File: config.mk
export PLATFORM = sky130hd
export DESIGN_NAME = linear_move_interpolator
export DESIGN_NICKNAME = d
export VERILOG_FILES = /design/src/rtl/core/lmi_pkg.sv /design/src/rtl/core/lmi_div.sv /design/src/rtl/core/linear_move_interpolator.sv
export SDC_FILE = /design/constraint.sdc
export NUM_CORES = 2
export LEC_CHECK = 0
export ABC_AREA = 1
export BUFFER_PORTS_ARGS = -buffer_cell sky130_fd_sc_hd__buf_2
export CORE_MARGIN = 5
export CORE_UTILIZATION = 44
export DETAILED_ROUTE_END_ITERATION = 8
export HOLD_SLACK_MARGIN = 0.15
export PLACE_DENSITY = 0.66
export SETUP_SLACK_MARGIN = 0.1
export SLEW_MARGIN = 20
export SYNTH_ARGS = -nofsm -noshare
export SYNTH_HDL_FRONTEND = slang
export SYNTH_SLANG_ARGS = --single-unit
File: constraint.sdc
create_clock -name clk -period 4.7 [get_ports clk]
set_input_delay 0.705 -clock clk [delete_from_list [all_inputs] [get_ports clk]]
set_output_delay 0.705 -clock clk [all_outputs]
set_load 0.01 [all_outputs]
File: src/rtl/core/lmi_pkg.sv
`timescale 1ns / 1ps
// ----------------------------------------------------------------------------
// lmi_pkg
// Shared widths, constants and types for the linear move interpolator.
// ----------------------------------------------------------------------------
package lmi_pkg;

  localparam int FRAC_BITS   = 16;
  localparam int POS_W       = 27;
  localparam int TURN_W      = 20;
  localparam int ACC_W       = 32;
  localparam int STEP_LEN_W  = 21;
  localparam int COUNT_W     = 16;
  localparam int IN_TDATA_W  = 80;
  localparam int OUT_TDATA_W = 80;
  localparam int DIV_CNT_W   = $clog2(ACC_W + 1);

  localparam logic [STEP_LEN_W-1:0] STEP_LEN_RESET = STEP_LEN_W'(1 << (FRAC_BITS - 1));

  typedef struct packed {
    logic                  start;
    logic [ACC_W-1:0]      dividend;
    logic [STEP_LEN_W-1:0] divisor;
  } div_req_t;

endpackage

File: src/rtl/core/lmi_div.sv
`timescale 1ns / 1ps
// ----------------------------------------------------------------------------
// lmi_div
// Unsigned restoring divider, one quotient bit per cycle.
// ----------------------------------------------------------------------------
module lmi_div (
  input  logic                    clk,
  input  logic                    rst_n,
  input  lmi_pkg::div_req_t       req,
  output logic                    done,
  output logic [lmi_pkg::ACC_W-1:0] quotient
);
  import lmi_pkg::*;

  logic [STEP_LEN_W-1:0] rem_r;
  logic [ACC_W-1:0]      quo_r;
  logic [STEP_LEN_W-1:0] dvs_r;
  logic [DIV_CNT_W-1:0]  cnt_r;
  logic                  done_r;
  logic [STEP_LEN_W:0]   trial;
  logic                  fits;

  assign trial = {rem_r, quo_r[ACC_W-1]};
  assign fits  = trial >= {1'b0, dvs_r};

  always_ff @(posedge clk) begin
    if (!rst_n) begin
      rem_r  <= '0;
      quo_r  <= '0;
      dvs_r  <= '0;
      cnt_r  <= '0;
      done_r <= 1'b0;
    end else begin
      done_r <= !req.start && (cnt_r == DIV_CNT_W'(1));
      if (req.start) begin
        rem_r <= '0;
        quo_r <= req.dividend;
        dvs_r <= req.divisor;
        cnt_r <= DIV_CNT_W'(ACC_W);
      end else if (cnt_r != '0) begin
        rem_r <= fits ? STEP_LEN_W'(trial - {1'b0, dvs_r}) : trial[STEP_LEN_W-1:0];
        quo_r <= {quo_r[ACC_W-2:0], fits};
        cnt_r <= cnt_r - 1'b1;
      end
    end
  end

  assign done     = done_r;
  assign quotient = quo_r;

endmodule

File: src/rtl/core/linear_move_interpolator.sv
`timescale 1ns / 1ps
// ----------------------------------------------------------------------------
// linear_move_interpolator
// Moves a Q16.16 setpoint toward each commanded target in equal steps.
// ----------------------------------------------------------------------------
// One request is taken at a time; in_tready is high only while the block is
// idle. A tick that needs no replanning hands off at most two results. A
// tick with a new target replans through one shared 32-bit divider used four
// times (step count, then the reach, height and turn increments). Results sit
// in an output register, so a request is accepted while the last result is
// still waiting for out_tready.
module linear_move_interpolator (
  input  logic                                clk,
  input  logic                                rst_n,
  input  logic                                cfg_we,
  input  logic [lmi_pkg::STEP_LEN_W-1:0]      cfg_wdata,   // step_length
  input  logic                                in_tvalid,
  output logic                                in_tready,
  // target_reach[26:0], target_height[53:27], target_turn[73:54],
  // allow[74], restart[75], servos_moving[76], zero[79:77]
  input  logic [lmi_pkg::IN_TDATA_W-1:0]      in_tdata,
  output logic                                out_tvalid,
  input  logic                                out_tready,
  // set_reach[26:0], set_height[53:27], set_turn[73:54], zero[79:74]
  output logic [lmi_pkg::OUT_TDATA_W-1:0]     out_tdata,
  output logic                                out_tuser,   // in_motion
  output logic                                out_tlast    // last
);
  import lmi_pkg::*;

  typedef enum logic [3:0] {
    S_IDLE, S_EVAL, S_DIFF, S_NSTART, S_DIV_N, S_DIV_R, S_DIV_H, S_DIV_T, S_STEP, S_EMIT
  } state_t;

  state_t state_r;

  logic [STEP_LEN_W-1:0] step_len_r;
  logic [ACC_W-1:0] tr_r, th_r, tt_r;
  logic allow_r, busy_r;
  logic [ACC_W-1:0] now_r_r, now_h_r, now_t_r;
  logic [ACC_W-1:0] plan_r_r, plan_h_r, plan_t_r;
  logic [ACC_W-1:0] inc_r_r, inc_h_r, inc_t_r;
  logic [ACC_W:0]   dr_r, dh_r, dt_r;
  logic [COUNT_W-1:0] steps_r;
  logic first_r, mf_r;
  logic [ACC_W-1:0] res_r_r, res_h_r, res_t_r;
  logic res_mot_r, res_last_r, snap_r;
  logic out_valid_r, out_mot_r, out_last_r;
  logic [ACC_W-1:0] out_r_r, out_h_r, out_t_r;
  div_req_t div_req_r;
  logic div_done;
  logic [ACC_W-1:0] div_q;

  logic out_free;
  logic [STEP_LEN_W-1:0] sl;
  logic [ACC_W-1:0] mr, mh, mt, dist_mag;
  logic [COUNT_W-1:0] n_sat, steps_dec;
  logic [ACC_W-1:0] nr, nh, nt;

  function automatic logic [ACC_W-1:0] mag(input logic [ACC_W:0] d);
    mag = d[ACC_W] ? ACC_W'(-d) : d[ACC_W-1:0];
  endfunction

  function automatic logic [ACC_W-1:0] signq(input logic neg, input logic [ACC_W-1:0] q);
    signq = neg ? ACC_W'(-q) : q;
  endfunction

  lmi_div u_div (
    .clk      (clk),
    .rst_n    (rst_n),
    .req      (div_req_r),
    .done     (div_done),
    .quotient (div_q)
  );

  assign out_free  = !out_valid_r || out_tready;
  assign sl        = (step_len_r == '0) ? STEP_LEN_W'(1) : step_len_r;
  assign mr        = mag(dr_r);
  assign mh        = mag(dh_r);
  assign mt        = mag(dt_r);
  assign dist_mag  = (mr == '0 && mh == '0) ? mt : ((mh > mr) ? mh : mr);
  assign n_sat     = (div_q[ACC_W-1:COUNT_W] != '0) ? '1 :
                     (div_q[COUNT_W-1:0] == '0) ? COUNT_W'(1) : div_q[COUNT_W-1:0];
  assign steps_dec = (steps_r == '0) ? '0 : steps_r - 1'b1;
  assign nr        = now_r_r + inc_r_r;
  assign nh        = now_h_r + inc_h_r;
  assign nt        = now_t_r + inc_t_r;

  always_ff @(posedge clk) begin
    if (!rst_n) begin
      state_r     <= S_IDLE;
      step_len_r  <= STEP_LEN_RESET;
      tr_r        <= '0;
      th_r        <= '0;
      tt_r        <= '0;
      allow_r     <= 1'b0;
      busy_r      <= 1'b0;
      now_r_r     <= '0;
      now_h_r     <= '0;
      now_t_r     <= '0;
      plan_r_r    <= '0;
      plan_h_r    <= '0;
      plan_t_r    <= '0;
      inc_r_r     <= '0;
      inc_h_r     <= '0;
      inc_t_r     <= '0;
      dr_r        <= '0;
      dh_r        <= '0;
      dt_r        <= '0;
      steps_r     <= '0;
      first_r     <= 1'b1;
      mf_r        <= 1'b0;
      res_r_r     <= '0;
      res_h_r     <= '0;
      res_t_r     <= '0;
      res_mot_r   <= 1'b0;
      res_last_r  <= 1'b0;
      snap_r      <= 1'b0;
      out_valid_r <= 1'b0;
      out_mot_r   <= 1'b0;
      out_last_r  <= 1'b0;
      out_r_r     <= '0;
      out_h_r     <= '0;
      out_t_r     <= '0;
      div_req_r   <= '0;
    end else begin
      if (cfg_we) begin
        step_len_r <= cfg_wdata;
      end
      if (state_r == S_EMIT && out_free) begin
        out_valid_r <= 1'b1;
      end else if (out_tready) begin
        out_valid_r <= 1'b0;
      end
      div_req_r.start <= (state_r == S_NSTART) ||
                         (div_done && (state_r inside {S_DIV_N, S_DIV_R, S_DIV_H}));

      unique case (state_r)
        S_IDLE: begin
          if (in_tvalid) begin
            tr_r    <= ACC_W'($signed(in_tdata[POS_W-1:0]));
            th_r    <= ACC_W'($signed(in_tdata[2*POS_W-1:POS_W]));
            tt_r    <= ACC_W'($signed(in_tdata[2*POS_W+TURN_W-1:2*POS_W]));
            allow_r <= in_tdata[2*POS_W+TURN_W];
            busy_r  <= in_tdata[2*POS_W+TURN_W+2];
            if (in_tdata[2*POS_W+TURN_W+1]) begin
              first_r <= 1'b1;
              mf_r    <= 1'b0;
            end
            state_r <= S_EVAL;
          end
        end
        S_EVAL: begin
          if (tr_r == '0 || th_r == '0 || tt_r == '0) begin
            state_r <= S_IDLE;
          end else if (first_r) begin
            if (!busy_r) begin
              now_r_r  <= tr_r;
              now_h_r  <= th_r;
              now_t_r  <= tt_r;
              plan_r_r <= tr_r;
              plan_h_r <= th_r;
              plan_t_r <= tt_r;
              first_r  <= 1'b0;
              mf_r     <= 1'b0;
            end
            res_r_r    <= tr_r;
            res_h_r    <= th_r;
            res_t_r    <= tt_r;
            res_mot_r  <= busy_r & mf_r;
            res_last_r <= 1'b1;
            snap_r     <= 1'b0;
            state_r    <= S_EMIT;
          end else if (!allow_r || (tr_r == now_r_r && th_r == now_h_r && tt_r == now_t_r)) begin
            mf_r    <= 1'b0;
            state_r <= S_IDLE;
          end else begin
            mf_r <= 1'b1;
            if (tr_r != plan_r_r || th_r != plan_h_r || tt_r != plan_t_r) begin
              plan_r_r <= tr_r;
              plan_h_r <= th_r;
              plan_t_r <= tt_r;
              state_r  <= S_DIFF;
            end else begin
              state_r <= S_STEP;
            end
          end
        end
        S_DIFF: begin
          dr_r    <= {tr_r[ACC_W-1], tr_r} - {now_r_r[ACC_W-1], now_r_r};
          dh_r    <= {th_r[ACC_W-1], th_r} - {now_h_r[ACC_W-1], now_h_r};
          dt_r    <= {tt_r[ACC_W-1], tt_r} - {now_t_r[ACC_W-1], now_t_r};
          state_r <= S_NSTART;
        end
        S_NSTART: begin
          div_req_r.dividend <= dist_mag;
          div_req_r.divisor  <= sl;
          state_r            <= S_DIV_N;
        end
        S_DIV_N: begin
          if (div_done) begin
            steps_r            <= n_sat;
            div_req_r.dividend <= mr;
            div_req_r.divisor  <= STEP_LEN_W'(n_sat);
            state_r            <= S_DIV_R;
          end
        end
        S_DIV_R: begin
          if (div_done) begin
            inc_r_r            <= signq(dr_r[ACC_W], div_q);
            div_req_r.dividend <= mh;
            div_req_r.divisor  <= STEP_LEN_W'(steps_r);
            state_r            <= S_DIV_H;
          end
        end
        S_DIV_H: begin
          if (div_done) begin
            inc_h_r            <= signq(dh_r[ACC_W], div_q);
            div_req_r.dividend <= mt;
            div_req_r.divisor  <= STEP_LEN_W'(steps_r);
            state_r            <= S_DIV_T;
          end
        end
        S_DIV_T: begin
          if (div_done) begin
            inc_t_r <= signq(dt_r[ACC_W], div_q);
            state_r <= S_STEP;
          end
        end
        S_STEP: begin
          steps_r   <= steps_dec;
          res_r_r   <= nr;
          res_h_r   <= nh;
          res_t_r   <= nt;
          res_mot_r <= 1'b1;
          if (steps_dec <= COUNT_W'(1)) begin
            res_last_r <= 1'b0;
            snap_r     <= 1'b1;
            now_r_r    <= tr_r;
            now_h_r    <= th_r;
            now_t_r    <= tt_r;
            plan_r_r   <= tr_r;
            plan_h_r   <= th_r;
            plan_t_r   <= tt_r;
            mf_r       <= 1'b0;
          end else begin
            res_last_r <= 1'b1;
            snap_r     <= 1'b0;
            now_r_r    <= nr;
            now_h_r    <= nh;
            now_t_r    <= nt;
          end
          state_r <= S_EMIT;
        end
        S_EMIT: begin
          if (out_free) begin
            out_r_r     <= res_r_r;
            out_h_r     <= res_h_r;
            out_t_r     <= res_t_r;
            out_mot_r   <= res_mot_r;
            out_last_r  <= res_last_r;
            if (snap_r) begin
              res_r_r    <= tr_r;
              res_h_r    <= th_r;
              res_t_r    <= tt_r;
              res_mot_r  <= 1'b0;
              res_last_r <= 1'b1;
              snap_r     <= 1'b0;
            end else begin
              state_r <= S_IDLE;
            end
          end
        end
        default: state_r <= S_IDLE;
      endcase
    end
  end

  assign in_tready  = (state_r == S_IDLE);
  assign out_tvalid = out_valid_r;
  assign out_tdata  = {(OUT_TDATA_W - 2*POS_W - TURN_W)'(0), out_t_r[TURN_W-1:0],
                       out_h_r[POS_W-1:0], out_r_r[POS_W-1:0]};
  assign out_tuser  = out_mot_r;
  assign out_tlast  = out_last_r;

endmodule

Yosys cells after proc, flatten, opt, wreduce, memory -nomap -nowiden
Index checks and enable logic that the tools add are counted.

word-level totals
  output and inout port bits = 84
  logic and storage cells = 259
  bits in registers = 795
  bits of input ports = 106

cells by class
  mux-type cells = 115
  reductions and logical operators = 51
  equal/unequal tests = 32
  add/sub/neg operators = 13
  bitwise gates (word level) = 2
  order comparisons = 3

operators by type and width
  kind                                                            number
  32-bit 2-to-1 mux                                               37
  32-bit case mux with 2 select lines                             6
  27-bit 2-to-1 mux                                               8
  53-bit case mux with 4 select lines                             1
  27-bit case mux with 3 select lines                             2
  32-bit logical NOT                                              5
  53-bit 2-to-1 mux                                               3
  32-bit negation                                                 4
  32-bit adder                                                    3
  32-bit equality test                                            3
  32-bit != test                                                  3
  20-bit 2-to-1 mux                                               4
  27-bit by 32-bit subtractor with 33-bit output                  2
  16-bit 2-to-1 mux                                               4
  20-bit case mux with 3 select lines                             1
  4-bit 2-to-1 mux                                                11
  21-bit 2-to-1 mux                                               2
  4-bit case mux with 10 select lines                             1
  20-bit by 32-bit subtractor with 33-bit output                  1
  32-bit > comparator                                             1
  16-bit logical NOT                                              2
  16-bit case mux with 2 select lines                             1
  1-bit 2-to-1 mux                                                27
  22-bit by 21-bit greater-or-equal comparator with 1-bit output  1
  33 further kinds                                                83

Depth between registers and ports, before layout
  depth after elaboration = 8
  mapped depth = 26
  gate-level depth less buffers = 26

By module
From an unflattened synthesis, not the netlist that was laid out.

second synthesis, totals
  cell total of the unflattened synthesis = 7723
  area, all modules = 50031.7 µm²

by module, submodules not included
  module                    times used  cells each  area an instance (µm²)  sequential area each (µm²)
  linear_move_interpolator  1           7011        45293.4                 13853.3
  lmi_div                   1           712         4738.3                  1621.6

Worst setup path after synthesis
OpenSTA, ideal clock, no wires.

  path type = register to register
  start = register dh_r[0]
  end = register div_req_r[23] (netlist name)
  library setup time = 0.132 ns
  path slack = 1.418 ns
  required time = 4.568 ns
  cell stages (with the launch flop) = 27
  buffers on the path = 1
  period minus slack after synthesis = 3.282 ns
  data arrival time = 3.150 ns
  cells stage by stage = dfxtp_1 > inv_1 > ha_1 > inv_1 > nor2_1 > nand2_1 > nor2_1 > nand3_1 > nand2_1 > nand3_1 > xor2_1 > inv_1 > ha_1 > nand2_1 > nor3_1 > nand3_1 > and3b_1 > nand3b_1 > nand2_1 > inv_1 > nand2_2 > nand2_1 > buf_2 > nand2_1 > nand2_1 > o21bai_1 > a21oi_1

on the way
  longest elaborated chain between the ends = 6
  elaborated cells between the ends (all ways) = 9
  classes of those cells = 1 x add/sub; 1 x order compare; 5 x mux; 2 x reduce/logical

ends and longest elaborated chain
  element                                                           RTL line                         text
  start: declaration                                                linear_move_interpolator.sv:43   logic [ACC_W:0] dr_r, dh_r, dt_r;
  start signal: assignment                                          linear_move_interpolator.sv:191  dh_r <= {th_r[ACC_W-1], th_r} - {now_h_r[ACC_W-1], now_h_r};
  32-bit negation                                                   linear_move_interpolator.sv:61   mag = d[ACC_W] ? ACC_W'(-d) : d[ACC_W-1:0];
  32-bit 2-to-1 mux (*)                                             linear_move_interpolator.sv:61
  32-bit > comparator / 32-bit logical NOT (equally long branches)  linear_move_interpolator.sv:81   assign dist_mag = (mr == '0 && mh == '0) ? mt : ((mh > mr) ? mh : mr);
  32-bit 2-to-1 mux / 1-bit logical AND (equally long branches)     linear_move_interpolator.sv:81
  32-bit 2-to-1 mux                                                 linear_move_interpolator.sv:81
  53-bit case mux with 4 select lines (*)                           linear_move_interpolator.sv:138  unique case (state_r)
  end: declaration                                                  linear_move_interpolator.sv:50   div_req_t div_req_r;

Mark *: on every way between the ends. The rest lies on a longest branch, timed or not. The select of a mux whose other input is x is not followed.
A chain may end at the register's enable or synchronous reset.

Worst setup path in the final report
  start = register dh_r[0]
  end = register div_req_r[39] (netlist name)

Same word-level chain as after synthesis.

==> results.md <==
Worst setup path:
- In this design, the critical path's most frequently occurring cell is nand3_1.
- The number of buffers and inverters on the critical path is 3.
- The worst reg-to-reg setup slack is 0.50 ns.
- The worst reg-to-reg path cell count is 22.
- The kind of cell adding the most delay to the critical path is simple AND/OR/NAND/NOR gates.
- The worst register-to-register path ends at div_req_r[39].
- The signal on the critical path passes through inv_1 > ha_1 > inv_1 > nor2_2 > nand2_1 > nor2_1 > nand3_1 > nand2_1 > nand3_1 > nor2_1 > xnor2_1 > ha_1 > nand4_1 > nor3_1 > nand3_1 > nor3_1 > nand3_1 > buf_4 > nand3_1 > nand4_1 > nand2_1 > a21oi_1.
- The cell type of the slowest stage on the worst timing path is ha_1.
- In this run the worst path has a maximum fanout of 32.
- STA classifies the critical path startpoint as a register.
- The critical path data arrival time is 4.75 ns.
- For this run, the slowest stage of the critical path takes 0.34 ns.
- The origin of the critical flop-to-flop path is dh_r[0].
- The data required time of the worst path is 5.26 ns.
- STA classifies the critical path endpoint as a register.
- The critical path is of the register to register type.

Floorplanning:
- In this run the count of I/O pins placed on the die edge is 190.
- The starting density of the core is 44.12%.
- The die is 342.6 µm wide.
- The y dimension of the die is 342.6 µm.
- After floorplanning, the core was sized to cover 110,400 µm².
- After floorplanning, the core was divided into 122 placement rows.
- The floorplan step defined a die boundary enclosing 117,400 µm².

Yosys:
- Synthesis produced 7,267 cells.
- The yosys synthesis warning count is 0.
- After synthesis, flip-flops and latches occupy 31.78% of the total area.
- The synthesized area per cell is 6.700 µm².
- The number of distinct standard cells referenced by the synthesized netlist is 61.
- Of all flip-flops after synthesis, the portion carrying an async set or reset was 0%.
- The number of storage elements in the synthesis netlist is 773.
- The synthesized design contains 0 enable-type register cells.
- The cell area that synthesis handed to floorplanning was 48,690 µm².
- The predominant post-synthesis flop cell is dfxtp_1.

Power:
- The power density over the cells is 496.2 nW/µm².
- The total design power is 26.84 mW.
- The cell leakage power is 24.52 nW.
- The worst IR drop on VDD is 0.0003127 V.

Clock network:
- For the worst-skew pair, the clock arrives at the later sink with an insertion delay of 0.70 ns.
- Counting every sink on the clock net gives 773.
- The clock transition at the registers of the reported paths is 0.06 ns.
- The number of gates resized after CTS was 0.
- The number of clock buffers added by TritonCTS is 90.
- The count of H-tree levels built during CTS is 3.
- The largest buffer count on any clock path is 3.
- TritonCTS built the clock tree.
- The post-CTS setup buffer count is 0.
- Hold repair after CTS inserted 0 buffers.
- The root buffer selected by CTS is clkbuf_16.

Placement:
- Buffers placed on the I/O ports in this run total 180.
- The post-placement setup slack is 0.4737 ns.
- The sum of net half-perimeters after detailed placement is 136,300 µm.
- The global placer's final weighted congestion is 0.9653.

Timing:
- On the final layout, the worst clock skew is 0.03540 ns.
- The normalized max-slew margin is 32.71%.
- The minimum clock period is 4.197 ns.
- The post-route setup TNS is 0 ns.
- Setup repair after global routing left no endpoint under its margin.
- Derived from the worst setup path, the maximum achievable clock frequency is 0.2383 GHz.
- The number of hold violations in the final report was 0.
- Dividing the final minimum period by the clock period gives 89.30%.
- The number of endpoints failing setup at the final stage is 0.
- In the post-route analysis, the smallest setup slack over all paths is 0.5030 ns.
- The total count of max-transition violations in the final report came to 0.
- The transition at the pin with the smallest max-transition slack is 1.003 ns.

Finish:
- The fraction of layout cells with a size suffix above 1 is 7.573%.
- The number of nets in the layout is 7,643.
- The library cell used most frequently in the layout, excluding fill and tap cells, is nand2_1.
- Leaving out fill and tap cells, the most frequent cells in the layout are nand2_1, a21oi_1, inv_1.
- The area growth from synthesis to layout is 11.11%.

Min path:
- The startpoint identified for the worst hold timing path is cfg_wdata[18].
- The path with the worst hold slack has its endpoint at step_len_r[18].
- The min-delay analysis places its worst path in the category input port to register.
- The worst hold path was traced through 3 stages.

GRT:
- The total overflow left after global routing is 0.
- The wire length of the first global-routing pass is 272,000 µm.
- The number of antenna violations at the first check in global routing is 7.
- The total routing usage reported by global routing is 29.43%.
- The number of global-route vias before repair is 45,140.
- The maximum number of pins on one net before global-route repair is 155.

Routing:
- The first detailed-routing pass took 6 iterations.
- The DRC violation count after routing is 0.
- The via count of the routed design is 49,430.
- The number of nets with antenna violations after detailed routing is 0.
- The detail-routed net length per standard cell is 20.30 µm.
- The count of routing violations after the opening detailed-route iteration is 4,968.
- Using the TritonRoute via totals, the vias-per-cell ratio works out to 5.589.
- The final layout contains routed wiring with a total length of 179,500 µm.

Status:
- The flow ran to the end, and the final reports show no timing, DRC or antenna violations.

Job:
- The number of max-cap violations is 0.
worst min-delay path: stages:
cell and delay (ns):
buf_2 0.08, nor2_1 0.03, nor2_1 0.08
through the flow:
step                hold WS [ns]  utilization, %  area, µm²  std cells
detailed placement        0.4504           46.14      50920       8678
global route              0.2230           49.02      54100       8843
global placement          0.4358           46.14      50920       8678
finish                    0.2386           49.02      54100       8844
floorplan                 0.4137               -      48710       7272
CTS                       0.2058           49.01      54090       8843
cell type report:
type / instances / area, µm²
fill: 11250 / 56270
multi-input combinational: 5292 / 28580
sequential: 773 / 15480
inverter: 838 / 3154
clock buffer: 122 / 2592
tap: 1488 / 1862
timing repair buffer: 287 / 1852
clock inverter: 43 / 581.8
antenna: 1 / 2.502
cells in the mapped netlist, types with 117 or more instances:
master | n | area share [%]
nor2_1 | 615 | 4.7
o21ai_0 | 673 | 6.9
nand3_1 | 318 | 3.3
inv_1 | 814 | 6.3
dfxtp_1 | 773 | 32
o211ai_1 | 117 | 1.8
ha_1 | 248 | 6.4
a21oi_1 | 979 | 10
xor2_1 | 201 | 3.6
nand4_1 | 119 | 1.5
nand2_1 | 1413 | 11
clkbuf_1 | 283 | 2.2
registers in the layout (all words and copies together), names as in the netlist, 33 cells and up:
signal,cells
div_req_r,54
dh_r,33
dr_r,33
dt_r,33
kinds of logic (layout without fill, tap and decap cells):
family	count (synthesis)	count (layout)	synth area share, %
simple gates	2663	2663	23.00
compound gates	2055	2055	23.26
buf+inv	1207	1290	9.663
flops	773	773	31.78
xor+xnor	313	313	5.631
fa+ha+maj	255	255	6.661
other cells	1	7	0.007702
how the worst max path moves through the flow:
stage / startpoint / endpoint / slack, ns / cells after the start
2_1_floorplan: dh_r[0] / div_req_r[23] / 1.42 / 26
3_3_place_gp: dh_r[0] / div_req_r[50] / 0.49 / 26
3_5_place_dp: dh_r[0] / div_req_r[39] / 0.47 / 22
4_1_cts: dh_r[0] / div_req_r[39] / 0.45 / 22
5_1_grt: dh_r[0] / div_req_r[44] / 0.13 / 26
6_report: dh_r[0] / div_req_r[39] / 0.50 / 22
where the power goes:
| group | internal (mW) | switching (mW) | total (mW) |
|---|---|---|---|
| clock network | 4.36 | 3.16 | 7.52 |
| registers | 7.39 | 0.799 | 8.19 |
| logic | 3.63 | 7.51 | 11.1 |
| total | 15.4 | 11.5 | 26.8 |
per-layer routing:
| metal | GRT usage [%] | wire length [µm] |
|---|---|---|
| met1 | 42.13 | 81960 |
| met2 | 44.83 | 76230 |
| met3 | 4.972 | 14540 |
| met4 | 10.08 | 6780 |
| met5 | 0 | 0 |
Power figures use the tool's default switching activity.
